$ cat src/lpp_pkg.sv
// Shared types and constants for the lidar point to pixel projection block.
// No dependencies.
package lpp_pkg;

	localparam int REG_IDX_WIDTH = 3;
	localparam int CFG_DATA_WIDTH = 64;
	localparam int TRANSLATION_SHIFT = 8;

	localparam logic [REG_IDX_WIDTH-1:0] REG_ROW0_COLS01 = 3'd0;
	localparam logic [REG_IDX_WIDTH-1:0] REG_ROW0_COLS23 = 3'd1;
	localparam logic [REG_IDX_WIDTH-1:0] REG_ROW1_COLS01 = 3'd2;
	localparam logic [REG_IDX_WIDTH-1:0] REG_ROW1_COLS23 = 3'd3;
	localparam logic [REG_IDX_WIDTH-1:0] REG_ROW2_COLS01 = 3'd4;
	localparam logic [REG_IDX_WIDTH-1:0] REG_ROW2_COLS23 = 3'd5;
	localparam logic [REG_IDX_WIDTH-1:0] REG_IMAGE_WIDTH = 3'd6;
	localparam logic [REG_IDX_WIDTH-1:0] REG_IMAGE_HEIGHT = 3'd7;

	localparam int IMAGE_WIDTH_RESET = 1242;
	localparam int IMAGE_HEIGHT_RESET = 375;

	typedef struct packed {
		logic valid;
		logic w_pos;
		logic u_pos;
		logic v_pos;
	} lpp_ctl_t;

endpackage

$ cat src/lpp_row_dot.sv
// One row of the camera matrix: three products, then their sum with the translation.
// Two pipeline stages; depends on lpp_pkg for the translation shift.
module lpp_row_dot #(
	parameter int COORD_WIDTH = 16,
	parameter int COEF_WIDTH = 32,
	parameter int ACC_W = 50
) (
	input  logic clk,
	input  logic en,
	input  logic signed [COORD_WIDTH-1:0] x,
	input  logic signed [COORD_WIDTH-1:0] y,
	input  logic signed [COORD_WIDTH-1:0] z,
	input  logic signed [COEF_WIDTH-1:0] c0,
	input  logic signed [COEF_WIDTH-1:0] c1,
	input  logic signed [COEF_WIDTH-1:0] c2,
	input  logic signed [COEF_WIDTH-1:0] c3,
	output logic signed [ACC_W-1:0] sum
);
	localparam int PW = COORD_WIDTH + COEF_WIDTH;

	logic signed [PW-1:0] p0_s1, p1_s1, p2_s1;
	logic signed [COEF_WIDTH-1:0] c3_s1;
	logic signed [ACC_W-1:0] sum_s2;

	always_ff @(posedge clk) begin
		if (en) begin
			p0_s1 <= PW'(c0) * PW'(x);
			p1_s1 <= PW'(c1) * PW'(y);
			p2_s1 <= PW'(c2) * PW'(z);
			c3_s1 <= c3;
			sum_s2 <= ACC_W'(p0_s1) + ACC_W'(p1_s1) + ACC_W'(p2_s1)
				+ (ACC_W'(c3_s1) <<< lpp_pkg::TRANSLATION_SHIFT);
		end
	end

	assign sum = sum_s2;
endmodule

$ cat config.mk
export PLATFORM = sky130hd
export DESIGN_NAME = lpp_row_dot
export DESIGN_NICKNAME = d
export VERILOG_FILES = /design/src/lpp_pkg.sv /design/src/lpp_row_dot.sv
export SDC_FILE = /design/constraint.sdc
export NUM_CORES = 2
export LEC_CHECK = 0
export BUFFER_PORTS_ARGS = -buffer_cell sky130_fd_sc_hd__buf_2
export CAP_MARGIN = 20
export CORE_MARGIN = 1.5
export CORE_UTILIZATION = 30
export CTS_CLUSTER_SIZE = 30
export DETAILED_ROUTE_END_ITERATION = 6
export MAX_ROUTING_LAYER = met4
export SYNTH_ARGS = -nofsm -noshare
export SYNTH_HDL_FRONTEND = slang
export SYNTH_SLANG_ARGS = --single-unit
export TNS_END_PERCENT = 10
$ cat constraint.sdc
create_clock -name clk -period 9.9 [get_ports clk]
set_input_delay 2.97 -clock clk [delete_from_list [all_inputs] [get_ports clk]]
set_output_delay 2.97 -clock clk [all_outputs]
set_load 0.03 [all_outputs]
Yosys cells after proc, flatten, opt, wreduce, memory -nomap -nowiden

Cells that the tools add are included.

Bits in registers: 226
Input port bits: 178
Output and inout bits: 50

Add/sub/neg operators: 3
$mul: 3

Operator list:

| operator                                       | number |
|---|---|
| 32-bit by 16-bit multiplier with 48-bit output | 3 |
| 49-bit by 48-bit adder with 50-bit output      | 1 |
| 50-bit by 40-bit adder with 50-bit output      | 1 |
| 48-bit by 48-bit adder with 49-bit output      | 1 |

Depth between registers and ports, before layout

Depth in word-level cells: 3
Depth in mapped cells: 25
Depth with buffers taken out: 24

Least setup slack after synthesis

No wires, ideal clock.

Path type: input to register
Start: input port c2[7]
End: register p2_s1[47], data pin
Setup time: 0.261 ns
Arrival: 8.746 ns
Data required time: 9.639 ns
Slack: 0.893 ns
Stages on the path: 25
Path through: clkbuf_1 nand2_1 fa_1 inv_1 fa_1 inv_1 fa_1 inv_1 fa_1 fa_1 inv_1 fa_1 inv_1 ha_1 clkbuf_2 a21oi_1 o21ai_0 and2_1 a41oi_1 o31ai_4 a2111oi_4 o21a_2 o21ba_4 o311ai_2 xnor2_1

Cells in the longest elaborated chain, start to end: 1

Ends and longest elaborated chain:

| item                                           | line              | RTL |
|---|---|---|
| start: declaration                             | lpp_row_dot.sv:15 | `input logic signed [COEF_WIDTH-1:0] c2,` |
| 32-bit by 16-bit multiplier with 48-bit output | lpp_row_dot.sv:29 | `p2_s1 <= PW'(c2) * PW'(z);` |
| end signal: assignment                         | lpp_row_dot.sv:29 |  |
| end: declaration                               | lpp_row_dot.sv:21 | `logic signed [PW-1:0] p0_s1, p1_s1, p2_s1;` |

No other way between the ends.
A chain may end at the register's enable or synchronous reset.

Worst setup path after layout

Start: input port y[1]
End: register p1_s1[47], data pin

Cells in the longest elaborated chain, start to end: 1

Ends and longest elaborated chain:

| item                                           | line              | RTL |
|---|---|---|
| start: declaration                             | lpp_row_dot.sv:11 | `input logic signed [COORD_WIDTH-1:0] y,` |
| 32-bit by 16-bit multiplier with 48-bit output | lpp_row_dot.sv:28 | `p1_s1 <= PW'(c1) * PW'(y);` |
| end signal: assignment                         | lpp_row_dot.sv:28 |  |
| end: declaration                               | lpp_row_dot.sv:21 |  |

No other way between the ends.

==> results.yml <==
sta:
  tightest_slew_ns: 0.8248
  clock_skew_ns: 0.01623
  fmax_ghz: 0.1074
  rsz0062_at_grt: "false"
  fin_crit_sh_pct: 94.06
  finalHoldViolations: 0
  setup_violations: 0
  slew_headroom_pct: 45.01
  finalMaxSlewViolations: 0
  fin_crit_ns: 9.312
  timing.setup.tns_ns: 0
cells_and_area:
  layout-drive-gt1-share_pct: 5.683
  layout_commonest_cell: "inv_1"
  layout.cells.most_common_list: "inv_1, fa_1, nand2_1"
  syn_to_final_growth_pct: 8.062
  finalNonFillerCells: 9656
  final_nets: 8930
setup_path:
  cpPeakStageDelay_ns: 0.55
  regToRegSetupSlack_ns: 5.15
  start_kind: "input port"
  end_kind: "flop"
  cpMostUsedCell: "fa_1"
  cp_num_buf_inv: 6
  slowest_stage: "fa_1"
  path_cells: "buf_2 > nand2_1 > inv_1 > fa_1 > fa_1 > inv_1 > fa_1 > inv_1 > fa_1 > fa_1 > inv_1 > fa_1 > inv_1 > ha_1 > a21o_1 > a21o_1 > a21oi_1 > o211ai_1 > nand3_1 > a31oi_1 > o41ai_2 > o21ai_0 > a21oi_1 > xnor2_1"
  crit_family: "adder cells"
  timing_worst_setup_path_type: "input port to flop"
  cp_max_fo: 32
  required_ns: 10.19
  critPathArrivalTime_ns: 9.60
synthesis:
  synthesis.instances: 6745
  ys_warn_count: 0
  synthArstFlopShare_pct: 0
  netlist_area_um2: 64470
  syn-num-nets: 8867
  synth_seq_cells: 226
  syn_avg_cell_area_um2: 9.558
  synth_edf_count: 226
  ys_seq_area_share_pct: 10.53
  yosysUniqueCellTypes: 77
  ys.flop_type: "edfxtp_1"
die:
  dieArea_um2: 217700
  io_pins: 228
  fp.dieH_um: 466.6
  core_area_um2: 212900
  rows: 169
  die_w_um: 466.6
  initial_core_util_pct: 30.28
global_routing:
  grt_pass1_vias: 49468
  grt_pass1_wl_um: 282100
  grt_overflow_total: 0
  antenna_found_initial: 16
  track_usage_pct: 17.08
  grt_max_degree: 132
clock_tree:
  tritoncts: "yes"
  path_clk_slew_ns: 0.06
  cts_inserted_buffers: 26
  cts_root_buf: "clkbuf_16"
  post_cts_buffers: 0
  ctsHtreeMaxLevel: 1
  clk_path_buf_depth: 3
  insertion_delay_ns: 0.55
  holdBufCountCts: 0
  cts_num_sinks: 226
  cts-resized-gates: 0
flow_run:
  cap_violations: 0
routing:
  drcViolationCount: 0
  vias: 45258
  drtPass1Iterations: 6
  drt_first_iter_violations: 3014
  drt-total-wl_um: 177100
  routedWlPerCell_um: 18.34
  ant_nets: 0
  viasPerCell: 4.687
placed_design:
  placedCellCount: 9600
  gp_congestion: 0.9338
  io_buffer_count: 227
  hpwl_um: 150400
hold_path:
  hold_path_class: "flop to flop"
run_status:
  status: "complete, no violations"
## per-layer routing
metal / track usage, % / share of wire [%] / vias up
met4: 6.702 / 4.9 / 0
li1: - / - / 20059
met2: 27.77 / 48 / 1397
met5: - / 0 / -
met3: 1.545 / 5.2 / 265
met1: 22.00 / 42 / 23537
## worst reg2reg max path, stage by stage (launching register included)
cell and delay [ns]:
edfxtp_1 0.44, fa_1 0.49, ha_1 0.29, ha_1 0.24, fa_1 0.49, a211oi_1 0.31
o21ai_0 0.20, a22oi_1 0.43, a2111oi_1 0.16, clkbuf_2 0.20, o211ai_1 0.20, nand2_1 0.16
a41oi_1 0.45, o21ai_0 0.15, a21oi_1 0.20, xnor2_1 0.11
## cell usage after synthesis (all sizes together), types with 5 or more instances
| cell type | n | area (µm²) |
|---|---|---|
| nor3 | 17 | 85.08 |
| clkbuf | 268 | 1007 |
| a211o | 5 | 43.79 |
| nand2b | 35 | 219.0 |
| and3 | 9 | 56.30 |
| a41oi | 5 | 43.79 |
| a21o | 99 | 743.2 |
| edfxtp | 226 | 6787 |
| o21a | 21 | 158.9 |
| nor2 | 164 | 615.6 |
| nand3 | 31 | 155.2 |
| nand4 | 33 | 206.5 |
| a221oi | 6 | 52.55 |
| a21boi | 7 | 52.55 |
| or3 | 7 | 43.79 |
| nand3b | 5 | 37.54 |
| o21ai | 96 | 484.2 |
| inv | 1671 | 6272 |
| ha | 396 | 4955 |
| a211oi | 18 | 135.1 |
| and4 | 5 | 43.79 |
| nor3b | 7 | 52.55 |
| xor2 | 47 | 411.6 |
| xnor2 | 142 | 1244 |
| fa | 1548 | 30990 |
| o211ai | 14 | 105.1 |
| nand2 | 907 | 3405 |
| a31o | 7 | 61.31 |
| o31ai | 13 | 130.1 |
| a31oi | 17 | 106.4 |
| a21oi | 186 | 945.9 |
| o21bai | 28 | 210.2 |
| nor2b | 21 | 131.4 |
| buf | 5 | 18.77 |
| a2111oi | 7 | 111.4 |
| or2 | 11 | 68.82 |
| and2 | 614 | 3841 |
## logic make-up (layout without fill, tap and decap cells)
| kind of cell | after synthesis | after routing | share of synthesized area (%) |
|---|---|---|---|
| AOI/OAI and AO/OA | 565 | 565 | 5.791 |
| buffers and inverters | 1945 | 2027 | 11.33 |
| and+or+nand+nor | 1876 | 1876 | 14.03 |
| adders and majority gates | 1944 | 1944 | 55.76 |
| other | 0 | 8 | 0 |
| xor gates and xnor gates | 189 | 189 | 2.568 |
| DFF | 226 | 226 | 10.53 |
## worst paths after layout
check        startpoint        end  cells past startpoint
min            p1_s1[1]     sum[1]                      2
max reg2reg    p0_s1[2]    sum[48]                     15
min reg2reg    p1_s1[1]     sum[1]                      2
max                y[1]  p1_s1[47]                     24
## through the flow
stage,utilization [%],area [µm²],setup slack (ns),hold WS (ns)
finish,32.72,69670,0.5884,0.7365
global route,32.71,69660,0.2036,0.7868
CTS,32.71,69640,0.6705,0.7500
detailed placement,32.29,68760,0.1130,0.7307
global placement,32.29,68760,0.1526,0.7378
floorplan,-,64470,0.8929,0.6803
## flip-flops by register name (all words and copies together), names as in the netlist
register	flops
c3_s1	32
p0_s1	48
p1_s1	48
p2_s1	48
sum	50
## final cells by class
| type | count | area (µm²) |
|---|---|---|
| Antenna cell | 8 | 20.02 |
| Clock buffer | 29 | 683.2 |
| Clock inverter | 18 | 200.2 |
| Fill cell | 21809 | 143300 |
| Inverter | 1672 | 6276 |
| Multi-Input combinational cell | 4574 | 50380 |
| Sequential cell | 226 | 6787 |
| Tap cell | 2821 | 3530 |
| Timing Repair Buffer | 308 | 1789 |
Power is not shown: default switching activity piles up to over one toggle a cycle in this logic, so the estimate is an artifact.
