**src/lpp_pkg.sv**
```systemverilog
// Shared types and constants for the lidar point to pixel projection block.
// No dependencies.
package lpp_pkg;

	localparam int REG_IDX_WIDTH = 3;
	localparam int CFG_DATA_WIDTH = 64;
	localparam int TRANSLATION_SHIFT = 8;

	localparam logic [REG_IDX_WIDTH-1:0] REG_ROW0_COLS01 = 3'd0;
	localparam logic [REG_IDX_WIDTH-1:0] REG_ROW0_COLS23 = 3'd1;
	localparam logic [REG_IDX_WIDTH-1:0] REG_ROW1_COLS01 = 3'd2;
	localparam logic [REG_IDX_WIDTH-1:0] REG_ROW1_COLS23 = 3'd3;
	localparam logic [REG_IDX_WIDTH-1:0] REG_ROW2_COLS01 = 3'd4;
	localparam logic [REG_IDX_WIDTH-1:0] REG_ROW2_COLS23 = 3'd5;
	localparam logic [REG_IDX_WIDTH-1:0] REG_IMAGE_WIDTH = 3'd6;
	localparam logic [REG_IDX_WIDTH-1:0] REG_IMAGE_HEIGHT = 3'd7;

	localparam int IMAGE_WIDTH_RESET = 1242;
	localparam int IMAGE_HEIGHT_RESET = 375;

	typedef struct packed {
		logic valid;
		logic w_pos;
		logic u_pos;
		logic v_pos;
	} lpp_ctl_t;

endpackage

```
**src/lpp_div_cell.sv**
```systemverilog
// One cell of the divider chain: decides quotient bit K for both column and row.
// Depends on lpp_pkg for the control struct.
module lpp_div_cell #(
	parameter int ACC_W = 50,
	parameter int PIXEL_WIDTH = 12,
	parameter int K = 0
) (
	input  logic clk,
	input  logic arst_n,
	input  logic en,
	input  lpp_pkg::lpp_ctl_t ctl_i,
	input  logic [ACC_W-1:0] ru_i,
	input  logic [ACC_W-1:0] rv_i,
	input  logic [ACC_W-1:0] d_i,
	input  logic [PIXEL_WIDTH:0] qu_i,
	input  logic [PIXEL_WIDTH:0] qv_i,
	output lpp_pkg::lpp_ctl_t ctl_o,
	output logic [ACC_W-1:0] ru_o,
	output logic [ACC_W-1:0] rv_o,
	output logic [ACC_W-1:0] d_o,
	output logic [PIXEL_WIDTH:0] qu_o,
	output logic [PIXEL_WIDTH:0] qv_o
);
	localparam int DW = ACC_W + PIXEL_WIDTH + 1;

	logic [DW-1:0] dsh, du, dv;
	logic bu, bv;
	lpp_pkg::lpp_ctl_t ctl_q;
	logic [ACC_W-1:0] ru_q, rv_q, d_q;
	logic [PIXEL_WIDTH:0] qu_q, qv_q;

	always_comb begin
		dsh = DW'(d_i) << K;
		du = DW'(ru_i) - dsh;
		dv = DW'(rv_i) - dsh;
		bu = DW'(ru_i) >= dsh;
		bv = DW'(rv_i) >= dsh;
	end

	always_ff @(posedge clk or negedge arst_n) begin
		if (!arst_n) begin
			ctl_q <= '0;
		end else if (en) begin
			ctl_q <= ctl_i;
		end
	end

	always_ff @(posedge clk) begin
		if (en) begin
			ru_q <= bu ? du[ACC_W-1:0] : ru_i;
			rv_q <= bv ? dv[ACC_W-1:0] : rv_i;
			d_q <= d_i;
			qu_q <= {qu_i[PIXEL_WIDTH-1:0], bu};
			qv_q <= {qv_i[PIXEL_WIDTH-1:0], bv};
		end
	end

	assign ctl_o = ctl_q;
	assign ru_o = ru_q;
	assign rv_o = rv_q;
	assign d_o = d_q;
	assign qu_o = qu_q;
	assign qv_o = qv_q;
endmodule

```
**config.mk**
```make
export PLATFORM = sky130hd
export DESIGN_NAME = lpp_div_cell
export DESIGN_NICKNAME = d
export VERILOG_FILES = /design/src/lpp_pkg.sv /design/src/lpp_div_cell.sv
export SDC_FILE = /design/constraint.sdc
export NUM_CORES = 1
export LEC_CHECK = 0
export ABC_CLOCK_PERIOD_IN_PS = 980
export BUFFER_PORTS_ARGS = -buffer_cell sky130_fd_sc_hd__buf_2
export CORE_ASPECT_RATIO = 0.75
export CORE_MARGIN = 2
export CORE_UTILIZATION = 35
export CTS_CLUSTER_SIZE = 12
export DETAILED_ROUTE_END_ITERATION = 8
export PLACE_DENSITY = 0.6
export SETUP_SLACK_MARGIN = 0.3
export SYNTH_ARGS = -nofsm -noshare
export SYNTH_HDL_FRONTEND = slang
export SYNTH_SLANG_ARGS = --single-unit
export TNS_END_PERCENT = 50
```
**constraint.sdc**
```tcl
create_clock -name clk -period 0.98 [get_ports clk]
set_input_delay 0.294 -clock clk [delete_from_list [all_inputs] [get_ports clk]]
set_output_delay 0.294 -clock clk [all_outputs]
set_load 0.02 [all_outputs]
```
# Word-level counts from Yosys, hierarchy flattened
# Cells that the tools add are included.
dict set report classes {
  eq_ne 0
  reduce_logical 0
  bitwise 0
  n_shift 0
  div 0
  order_cmp 2
  n_addsub 2
  muxes 2
  mul 0
}
# op count
set ops {}
lappend ops {{50-bit greater-or-equal comparator} 2}
lappend ops {{50-bit 2-to-1 mux} 2}
lappend ops {{50-bit subtractor} 2}
dict set report totals {
  in_bits 183
  mem_count 0
  ff_bits 180
  ramBits 0
  rom_bits 0
  latch_bits 0
  wordCells 15
  output_inout_bits 180
}

# Logic depth before layout (Yosys ltp)
# Gate-level depths: netlist (run 1).
dict set report logic_depth {
  word_depth 2
  ltp_mapped 14
}

# Worst setup path before layout (run 1)
# No wires, ideal clock.
dict set report synth_timing {
  kind {input port to flip-flop}
  startpoint {in ru_i[0]}
  endpoint {reg ru_q[29] (netlist: ru_o[29]) (data pin)}
  cell_stages 13
  arrival_time_ns 2.681
  path_slack_ns -1.961
  path_buffers 1
  t_required_ns 0.720
  setup_ns 0.260
  cell_sequence {inv_1 -> ha_1 -> inv_1 -> fa_1 -> a21oi_1 -> o2bb2ai_1 -> o21ai_1 -> nand4b_1 -> nand3_2 -> o311a_1 -> o31ai_4 -> buf_8 -> mux2_4}
}
dict set report synth_via {
  elab_chain_len 2
}
# element line
set synth_lines {}
lappend synth_lines {{from (decl)} lpp_div_cell.sv:12} ;# input logic [ACC_W-1:0] ru_i,
lappend synth_lines {{50-bit subtractor / 50-bit greater-or-equal comparator (equally long branches)} {lpp_div_cell.sv:34, lpp_div_cell.sv:36}}
lappend synth_lines {{50-bit 2-to-1 mux *} lpp_div_cell.sv:50} ;# ru_q <= bu ? du[ACC_W-1:0] : ru_i;
lappend synth_lines {{to (signal assigned)} lpp_div_cell.sv:50}
lappend synth_lines {{to (decl)} lpp_div_cell.sv:29} ;# logic [ACC_W-1:0] ru_q, rv_q, d_q;
# Mark *: on every way between the ends. The rest lies on a longest branch, timed or not.
# A chain may end at the register's enable or synchronous reset.

# Worst setup path in the final report (run 1)
dict set report layout_timing {
  startpoint {in d_i[22]}
  endpoint {reg rv_q[45] (netlist: rv_o[45]) (data pin)}
}
dict set report layout_via {
  elab_chain_len 2
}
# element line
set layout_lines {}
lappend layout_lines {{from (decl)} lpp_div_cell.sv:14} ;# input logic [ACC_W-1:0] d_i,
lappend layout_lines {{50-bit subtractor / 50-bit greater-or-equal comparator (equally long branches)} {lpp_div_cell.sv:35, lpp_div_cell.sv:37}}
lappend layout_lines {{50-bit 2-to-1 mux *} lpp_div_cell.sv:51} ;# rv_q <= bv ? dv[ACC_W-1:0] : rv_i;
lappend layout_lines {{to (signal assigned)} lpp_div_cell.sv:51}
lappend layout_lines {{to (decl)} lpp_div_cell.sv:29}
# Marks and branches as above.

==> key figures, run 1 <==
Status
  – Status: complete, but fails checks
  – Failing checks: negative setup slack

Critical path
  – CP startpoint kind: input pin
  – Slowest cell on crit path: a221o_1
  – Critical-path cell list: buf_4, inv_4, buf_4, ha_4, a21o_1, o21bai_4, a21oi_4, o31ai_4, a2111oi_4, nor2_2, a221o_1, a2111oi_4, nor3_2
  – Crit path buf inv count: 3
  – Critical Path Fanout Max: 4
  – Arrival time worst endpoint: 2.76 ns
  – Worst Setup End Kind: flop
  – Critical Path Max Stage Delay: 0.42 ns
  – Delay-heaviest family, CP: compound AO/OA/AOI/OAI gates
  – R2r startpoint: ctl_o[0]
  – Critical Path Start: d_i[22]
  – WP data required: 1.18 ns
  – CP Class: input pin to flop

Run
  – Max-Cap Viols: 0

Logic synthesis
  – Top FF cell, synth: edfxtp_1
  – Mapped Area: 12600 µm²
  – Sequential fraction of the synthesis area: 42.6%
  – Yosys top cell by area: edfxtp_1
  – Post-synth cell types: 69
  – Synth cell count leaders: a21oi_1, edfxtp_1, nor2_1
  – Seq cells post-synth: 180
  – Asr flop ratio synth: 2.22%
  – EDFF count, synth: 176
  – Most frequent cell after synthesis: a21oi_1
  – Syn nets: 1604
  – Mapped Cells: 1319
  – Synth warnings: 0
  – Syn avg cell area: 9.59 µm²
  – Top cells by area, synth: edfxtp_1, ha_1, a21oi_1
  – Top cell type's share of synthesized area: 41.8%

Clock tree
  – CTS tree: yes
  – Number of buffers created by CTS: 17
  – Clock slew at reported path FFs: 0.07 ns
  – Clock latency on the worst-skew pair: 0.45 ns
  – H-tree levels: 4
  – Root Driver: clkbuf_16
  – Clock Path Buffers: 2
  – Hold bufs inserted after CTS: 1
  – Sink Count: 180

Pwr
  – P_leak: 9.96 nW
  – NetSw: 0.0110 W
  – Pint: 0.0200 W
  – P per Cell Area: 1360 nW/µm²
  – Combinational share of power: 46.6%
  – Clk pwr share: 21.6%
  – Peak supply drop: 1160 µV
  – Register share of total power: 31.8%
  – Sw Ratio: 35.4%

Die
  – Initial core utilization: 35.4%
  – Die X: 224 µm
  – Die area: 37700 µm²
  – Die Ht: 169 µm
  – Row cnt: 60
  – Core ar.: 35700 µm²
  – I/O pin cnt: 363

Drt
  – DRC: 0
  – ANT nets after route: 0
  – Routed WL per cell: 20.2 µm
  – Routed WL: 54.0 mm
  – Detail-routed via count per cell: 5.25
  – Detailed-router iteration count before antenna repair: 5
  – Via count: 14000
  – DR iter-0 viols: 1174

Timing
  – Period Utilization, post-route: 261%
  – Hold WS: 0.00841 ns
  – Setup ws final: -1.58 ns
  – Post-layout minimum cycle time: 2.56 ns
  – Final Setup Violations: 282
  – Fin. max-slew vios: 0
  – Final hold violation count: 0
  – Worst-Margin Slew: 0.439 ns
  – Peak Freq: 390 MHz
  – Fin Setup TNS: -205.27 ns
  – Skew final: 0 ns
  – RSZ-0062 raised after global routing: true
  – Slew HR: 70.8%

GRT
  – GRT Total Usage: 27.4%
  – Number of antenna violations at the first check in global routing: 3
  – Largest net degree at the start of global routing: 23
  – Number of global-route vias before repair: 13600
  – First-pass GRT wire length: 78.7 mm
  – GRT overflow: 0

Placement
  – IO buf count: 360
  – Placed cell area: 18900 µm²
  – DP HPWL: 40.6 mm
  – Gpl congestion: 0.981
  – Placed cell count: 2554

Cells and area
  – Non-Filler Instances: 2667
  – P&R area growth vs syn: 80.4%
  – Total Nets Final: 2469
  – Final instance area: 22800 µm²
  – Share of cells above drive strength 1: 60.3%
  – Fillers: 2853

Min path
  – Hold WC Path Type: input pin to flop
  – Hold_sp: qv_i[6]
==> placed cells by master (no fill, tap or decap), types with 20 or more instances in the layout <==
cell       instances
nor2_4            42
o21ai_0           47
a21oi_1           88
nand4_1           32
edfxtp_1         176
buf_4            472
xor2_1            37
a21o_1            50
buf_12            20
o21ai_1           20
buf_6             86
inv_2             21
nor2_2            27
clkbuf_16         20
nor2_1            66
a21oi_2           83
ha_1              38
xnor2_1           47
inv_1             39
buf_2            294
nand2_1           66
ha_4              59
==> path summary, 6_finish.rpt <==
path | end | slack [ns] | cells after the start
max in group asynchronous | ctl_o[0] | 0.70 | 2
max reg2reg | ctl_o[0] | 0.23 | 1
min in group asynchronous | ctl_o[3] | 0.17 | 2
min reg2reg | ctl_o[1] | 0.51 | 1
max | rv_o[45] | -1.58 | 13
min | qv_o[7] | 0.008 | 1
==> cell families (layout without fill, tap and decap cells) <==
logic type | after synthesis | after routing | synth area share [%]
AND/OR/NAND/NOR | 364 | 364 | 13.4
adder cells (fa/ha/maj) | 102 | 102 | 10.2
buffers and inverters | 134 | 1011 | 4.73
AO/OA/AOI/OAI | 433 | 433 | 21.2
other | 0 | 6 | 0
XOR/XNOR | 89 | 89 | 6.16
flip-flops | 180 | 180 | 42.6
multiplexers | 17 | 17 | 1.72
==> per-layer routing <==
layer	global-route usage [%]	vias to the layer above	part of all wire, %	routed length [µm]
li1	-	6638	-	-
met1	38.7	6759	46	24700
met2	44.5	544	46	25100
met3	4.20	70	5.9	3160
met4	6.14	0	1.9	1040
met5	0	-	0	0
==> state kept, by name, indices dropped and copies added (netlist names) <==
name,count
d_o,50
ru_o,50
rv_o,50
qu_o,13
qv_o,13
ctl_o,4
==> what timing repair did <==
action | CTS | global route
gates cloned | 11 | 3
hold endpoints to repair | 17 | 7
gates resized for setup | 439 | 176
endpoints found under the setup margin | 286 | 286
pin swaps | 89 | 43
buffers inserted | 44 | 17
==> stage by stage <==
step | util, % | setup slack (ns) | power [W]
after detailed placement | 52.8 | -2.34 | 0.0211
after global placement | 52.8 | -2.33 | 0.0210
final | 63.8 | -1.58 | 0.0310
after floorplan | - | -1.86 | 0.0159
after CTS | 61.1 | -1.52 | 0.0299
after global routing | 63.8 | -1.67 | 0.0323
==> power by group through the flow <==
| stage | clock network (W) | logic [W] | registers, W |
|---|---|---|---|
| after floorplan | 0 | 0.00476 | 0.0111 |
| after global placement | 0 | 0.0110 | 0.00994 |
| after detailed placement | 0 | 0.0111 | 0.00995 |
| after CTS | 0.00680 | 0.0133 | 0.00983 |
| after global routing | 0.00703 | 0.0153 | 0.00995 |
| final | 0.00669 | 0.0144 | 0.00986 |
==> final cells by class <==
class / count / area [µm²] / share of cell area (%)
inverters: 80 / 364 / 1.60
clock buffers: 18 / 429 / 1.88
diodes: 6 / 15.0 / 0.0658
clock inverters: 13 / 113 / 0.494
multi-input cells: 1005 / 8950 / 39.2
repair buffers: 900 / 6980 / 30.6
flip-flops and latches: 180 / 5390 / 23.6
well taps: 465 / 582 / 2.55
(Power assumes the default switching activity.)
==> inputs of run 2 (changes only) <==
--- a/config.mk
+++ b/config.mk
@@ -13,7 +13,9 @@
 export CTS_CLUSTER_SIZE = 12
 export DETAILED_ROUTE_END_ITERATION = 8
 export PLACE_DENSITY = 0.6
+export RECOVER_POWER = 100
 export SETUP_SLACK_MARGIN = 0.3
+export SLEW_MARGIN = 40
 export SYNTH_ARGS = -nofsm -noshare
 export SYNTH_HDL_FRONTEND = slang
 export SYNTH_SLANG_ARGS = --single-unit
==> key figures, run 2 (synthesis results as in run 1) <==
Critical path
  – Critical Path Fanout Max: 4 (unchanged)
  – Critical Path Max Stage Delay: 0.42 ns (about the same)
  – WP data required: 1.18 ns (about the same)
  – Worst Setup End Kind: flop (unchanged)
  – Slowest cell on crit path: a221o_1 (unchanged)
  – CP startpoint kind: input pin (unchanged)
  – Critical-path cell list: buf_4, inv_4, buf_4, ha_4, a21o_1, o21bai_4, a21oi_4, o31ai_4, a2111oi_4, nor2_2, a221o_1, a2111oi_4, nor3_2 (unchanged)
  – CP Class: input pin to flop (unchanged)
  – Arrival time worst endpoint: 2.77 ns (was 2.76 ns)

Timing
  – Fin Setup TNS: -231.27 ns (was -205.27 ns)
  – Post-layout minimum cycle time: 2.57 ns (was 2.56 ns)
  – Worst-Margin Slew: 0.581 ns (was 0.439 ns)
  – Peak Freq: 389 MHz (was 390 MHz)
  – Skew final: 0 ns (unchanged)
  – Fin. max-slew vios: 0 (unchanged)
  – Slew HR: 61.3% (was 70.8%)
  – Final hold violation count: 0 (unchanged)
  – RSZ-0062 raised after global routing: true (unchanged)
  – Setup ws final: -1.59 ns (was -1.58 ns)
  – Final Setup Violations: 403 (was 282)
  – Period Utilization, post-route: 262% (was 261%)

GRT
  – GRT overflow: 0 (unchanged)
  – First-pass GRT wire length: 78.7 mm (unchanged)
  – Largest net degree at the start of global routing: 23 (unchanged)
  – GRT Total Usage: 27.4% (unchanged)
  – Number of global-route vias before repair: 13600 (unchanged)
  – Number of antenna violations at the first check in global routing: 3 (unchanged)

Placement
  – Post-place setup slack: -2.34 ns (unchanged)
  – IO buf count: 360 (unchanged)
  – DP HPWL: 40.6 mm (unchanged)
  – Gpl congestion: 0.981 (unchanged)

Min path
  – Hold WC Path Type: input pin to flop (unchanged)

Clock tree
  – Root Driver: clkbuf_16 (unchanged)
  – Clock Path Buffers: 2 (unchanged)
  – Clock slew at reported path FFs: 0.07 ns (about the same)
  – H-tree levels: 4 (unchanged)
  – Clock latency on the worst-skew pair: 0.45 ns (about the same)
  – Hold bufs inserted after CTS: 1 (unchanged)
  – Number of buffers created by CTS: 17 (unchanged)
  – CTS tree: yes (unchanged)
  – Sink Count: 180 (unchanged)

Drt
  – Detail-routed via count per cell: 5.28 (was 5.25)
  – Detailed-router iteration count before antenna repair: 5 (unchanged)
  – ANT nets after route: 0 (unchanged)
  – DR iter-0 viols: 1173 (was 1174)
  – Via count: 14100 (was 14000)
  – Routed WL per cell: 20.3 µm (was 20.2 µm)
  – DRC: 0 (unchanged)
  – Routed WL: 54.1 mm (was 54.0 mm)

Die
  – Row cnt: 60 (unchanged)
  – Die area: 37700 µm² (unchanged)
  – Die Ht: 169 µm (unchanged)
  – Core ar.: 35700 µm² (unchanged)
  – Die X: 224 µm (unchanged)
  – Initial core utilization: 35.4% (unchanged)
  – I/O pin cnt: 363 (unchanged)

Cells and area
  – Total Nets Final: 2469 (unchanged)
  – Finished Core Util: 63.6% (was 63.8%)
  – Commonest non-fill, non-tap cell in the layout: buf_4 (unchanged)
  – Most frequent cells in the layout: buf_4, buf_2, edfxtp_1 (unchanged)
  – P&R area growth vs syn: 79.7% (was 80.4%)
  – Share of cells above drive strength 1: 59.2% (was 60.3%)

Pwr
  – Peak supply drop: 1170 µV (was 1160 µV)
  – P_leak: 9.87 nW (was 9.96 nW)
  – P per Cell Area: 1360 nW/µm² (about the same)

Run
  – Max-Cap Viols: 0 (unchanged)

Status
  – Status: complete, but fails checks (unchanged)
  – Failing checks: negative setup slack (unchanged)
==> run 2: cell type report <==
| type | instances | area (µm²) |
|---|---|---|
| antenna | 6 | 15.0 |
| clock buffer | 18 | 429 |
| clock inverter | 13 | 113 |
| fill | 2869 | 13000 |
| inverter | 80 | 364 |
| multi-input combinational | 1005 | 8950 |
| sequential | 180 | 5390 |
| tap | 465 | 582 |
| timing repair buffer | 900 | 6900 |
==> run 2: power breakdown <==
part	total [W]	switching (W)	internal, W
Clock	0.00670	0.00323	0.00347
Combinational	0.0144	0.00746	0.00693
Sequential	0.00986	0.000293	0.00957
==> run 2: final timing paths <==
kind	start	to	slack (ns)	cells past startpoint
min in group asynchronous	arst_n	ctl_o[3]	0.19	2
max in group asynchronous	arst_n	ctl_o[0]	0.61	2
max	d_i[22]	rv_o[45]	-1.59	13
min reg2reg	ctl_o[1]	ctl_o[1]	0.51	1
min	qv_i[6]	qv_o[7]	0.008	1
max reg2reg	ctl_o[0]	ctl_o[0]	0.23	1
==> run 2: metrics by stage <==
stage          cells  hold slack (ns)  total power [W]  instance area (µm²)
2_1_floorplan   1319         -0.00159           0.0159                13200
3_3_place_gp    2554           0.0990           0.0210                18900
3_5_place_dp    2554            0.102           0.0211                18900
4_1_cts         2641         -0.00760           0.0299                21800
5_1_grt         2664          -0.0117           0.0322                22700
6_report        2667          0.00753           0.0310                22700
==> run 2: per-layer routing <==
| layer | part of all wire [%] | vias to the layer above | track usage, % |
|---|---|---|---|
| met4 | 2.0 | 0 | 6.14 |
| met5 | 0 | - | 0 |
| met3 | 6.1 | 77 | 4.20 |
| met1 | 45 | 6804 | 38.7 |
| li1 | - | 6637 | - |
| met2 | 47 | 574 | 44.5 |
==> run 2: what timing repair did <==
action | CTS | global route
pin swaps | 89 | 43
setup buffers | 44 | 17
setup endpoints to repair | 286 | 286
resized for setup | 439 | 176
cloned | 11 | 3
hold endpoints to repair | 17 | 7
==> run 2: worst max-delay path: cells and delay by family <==
family | cells | cell delay, ns
and+or+nand+nor | 2 | 0.17
adders and majority gates | 1 | 0.22
AOI/OAI and AO/OA | 7 | 1.78
buffers and inverters | 3 | 0.29
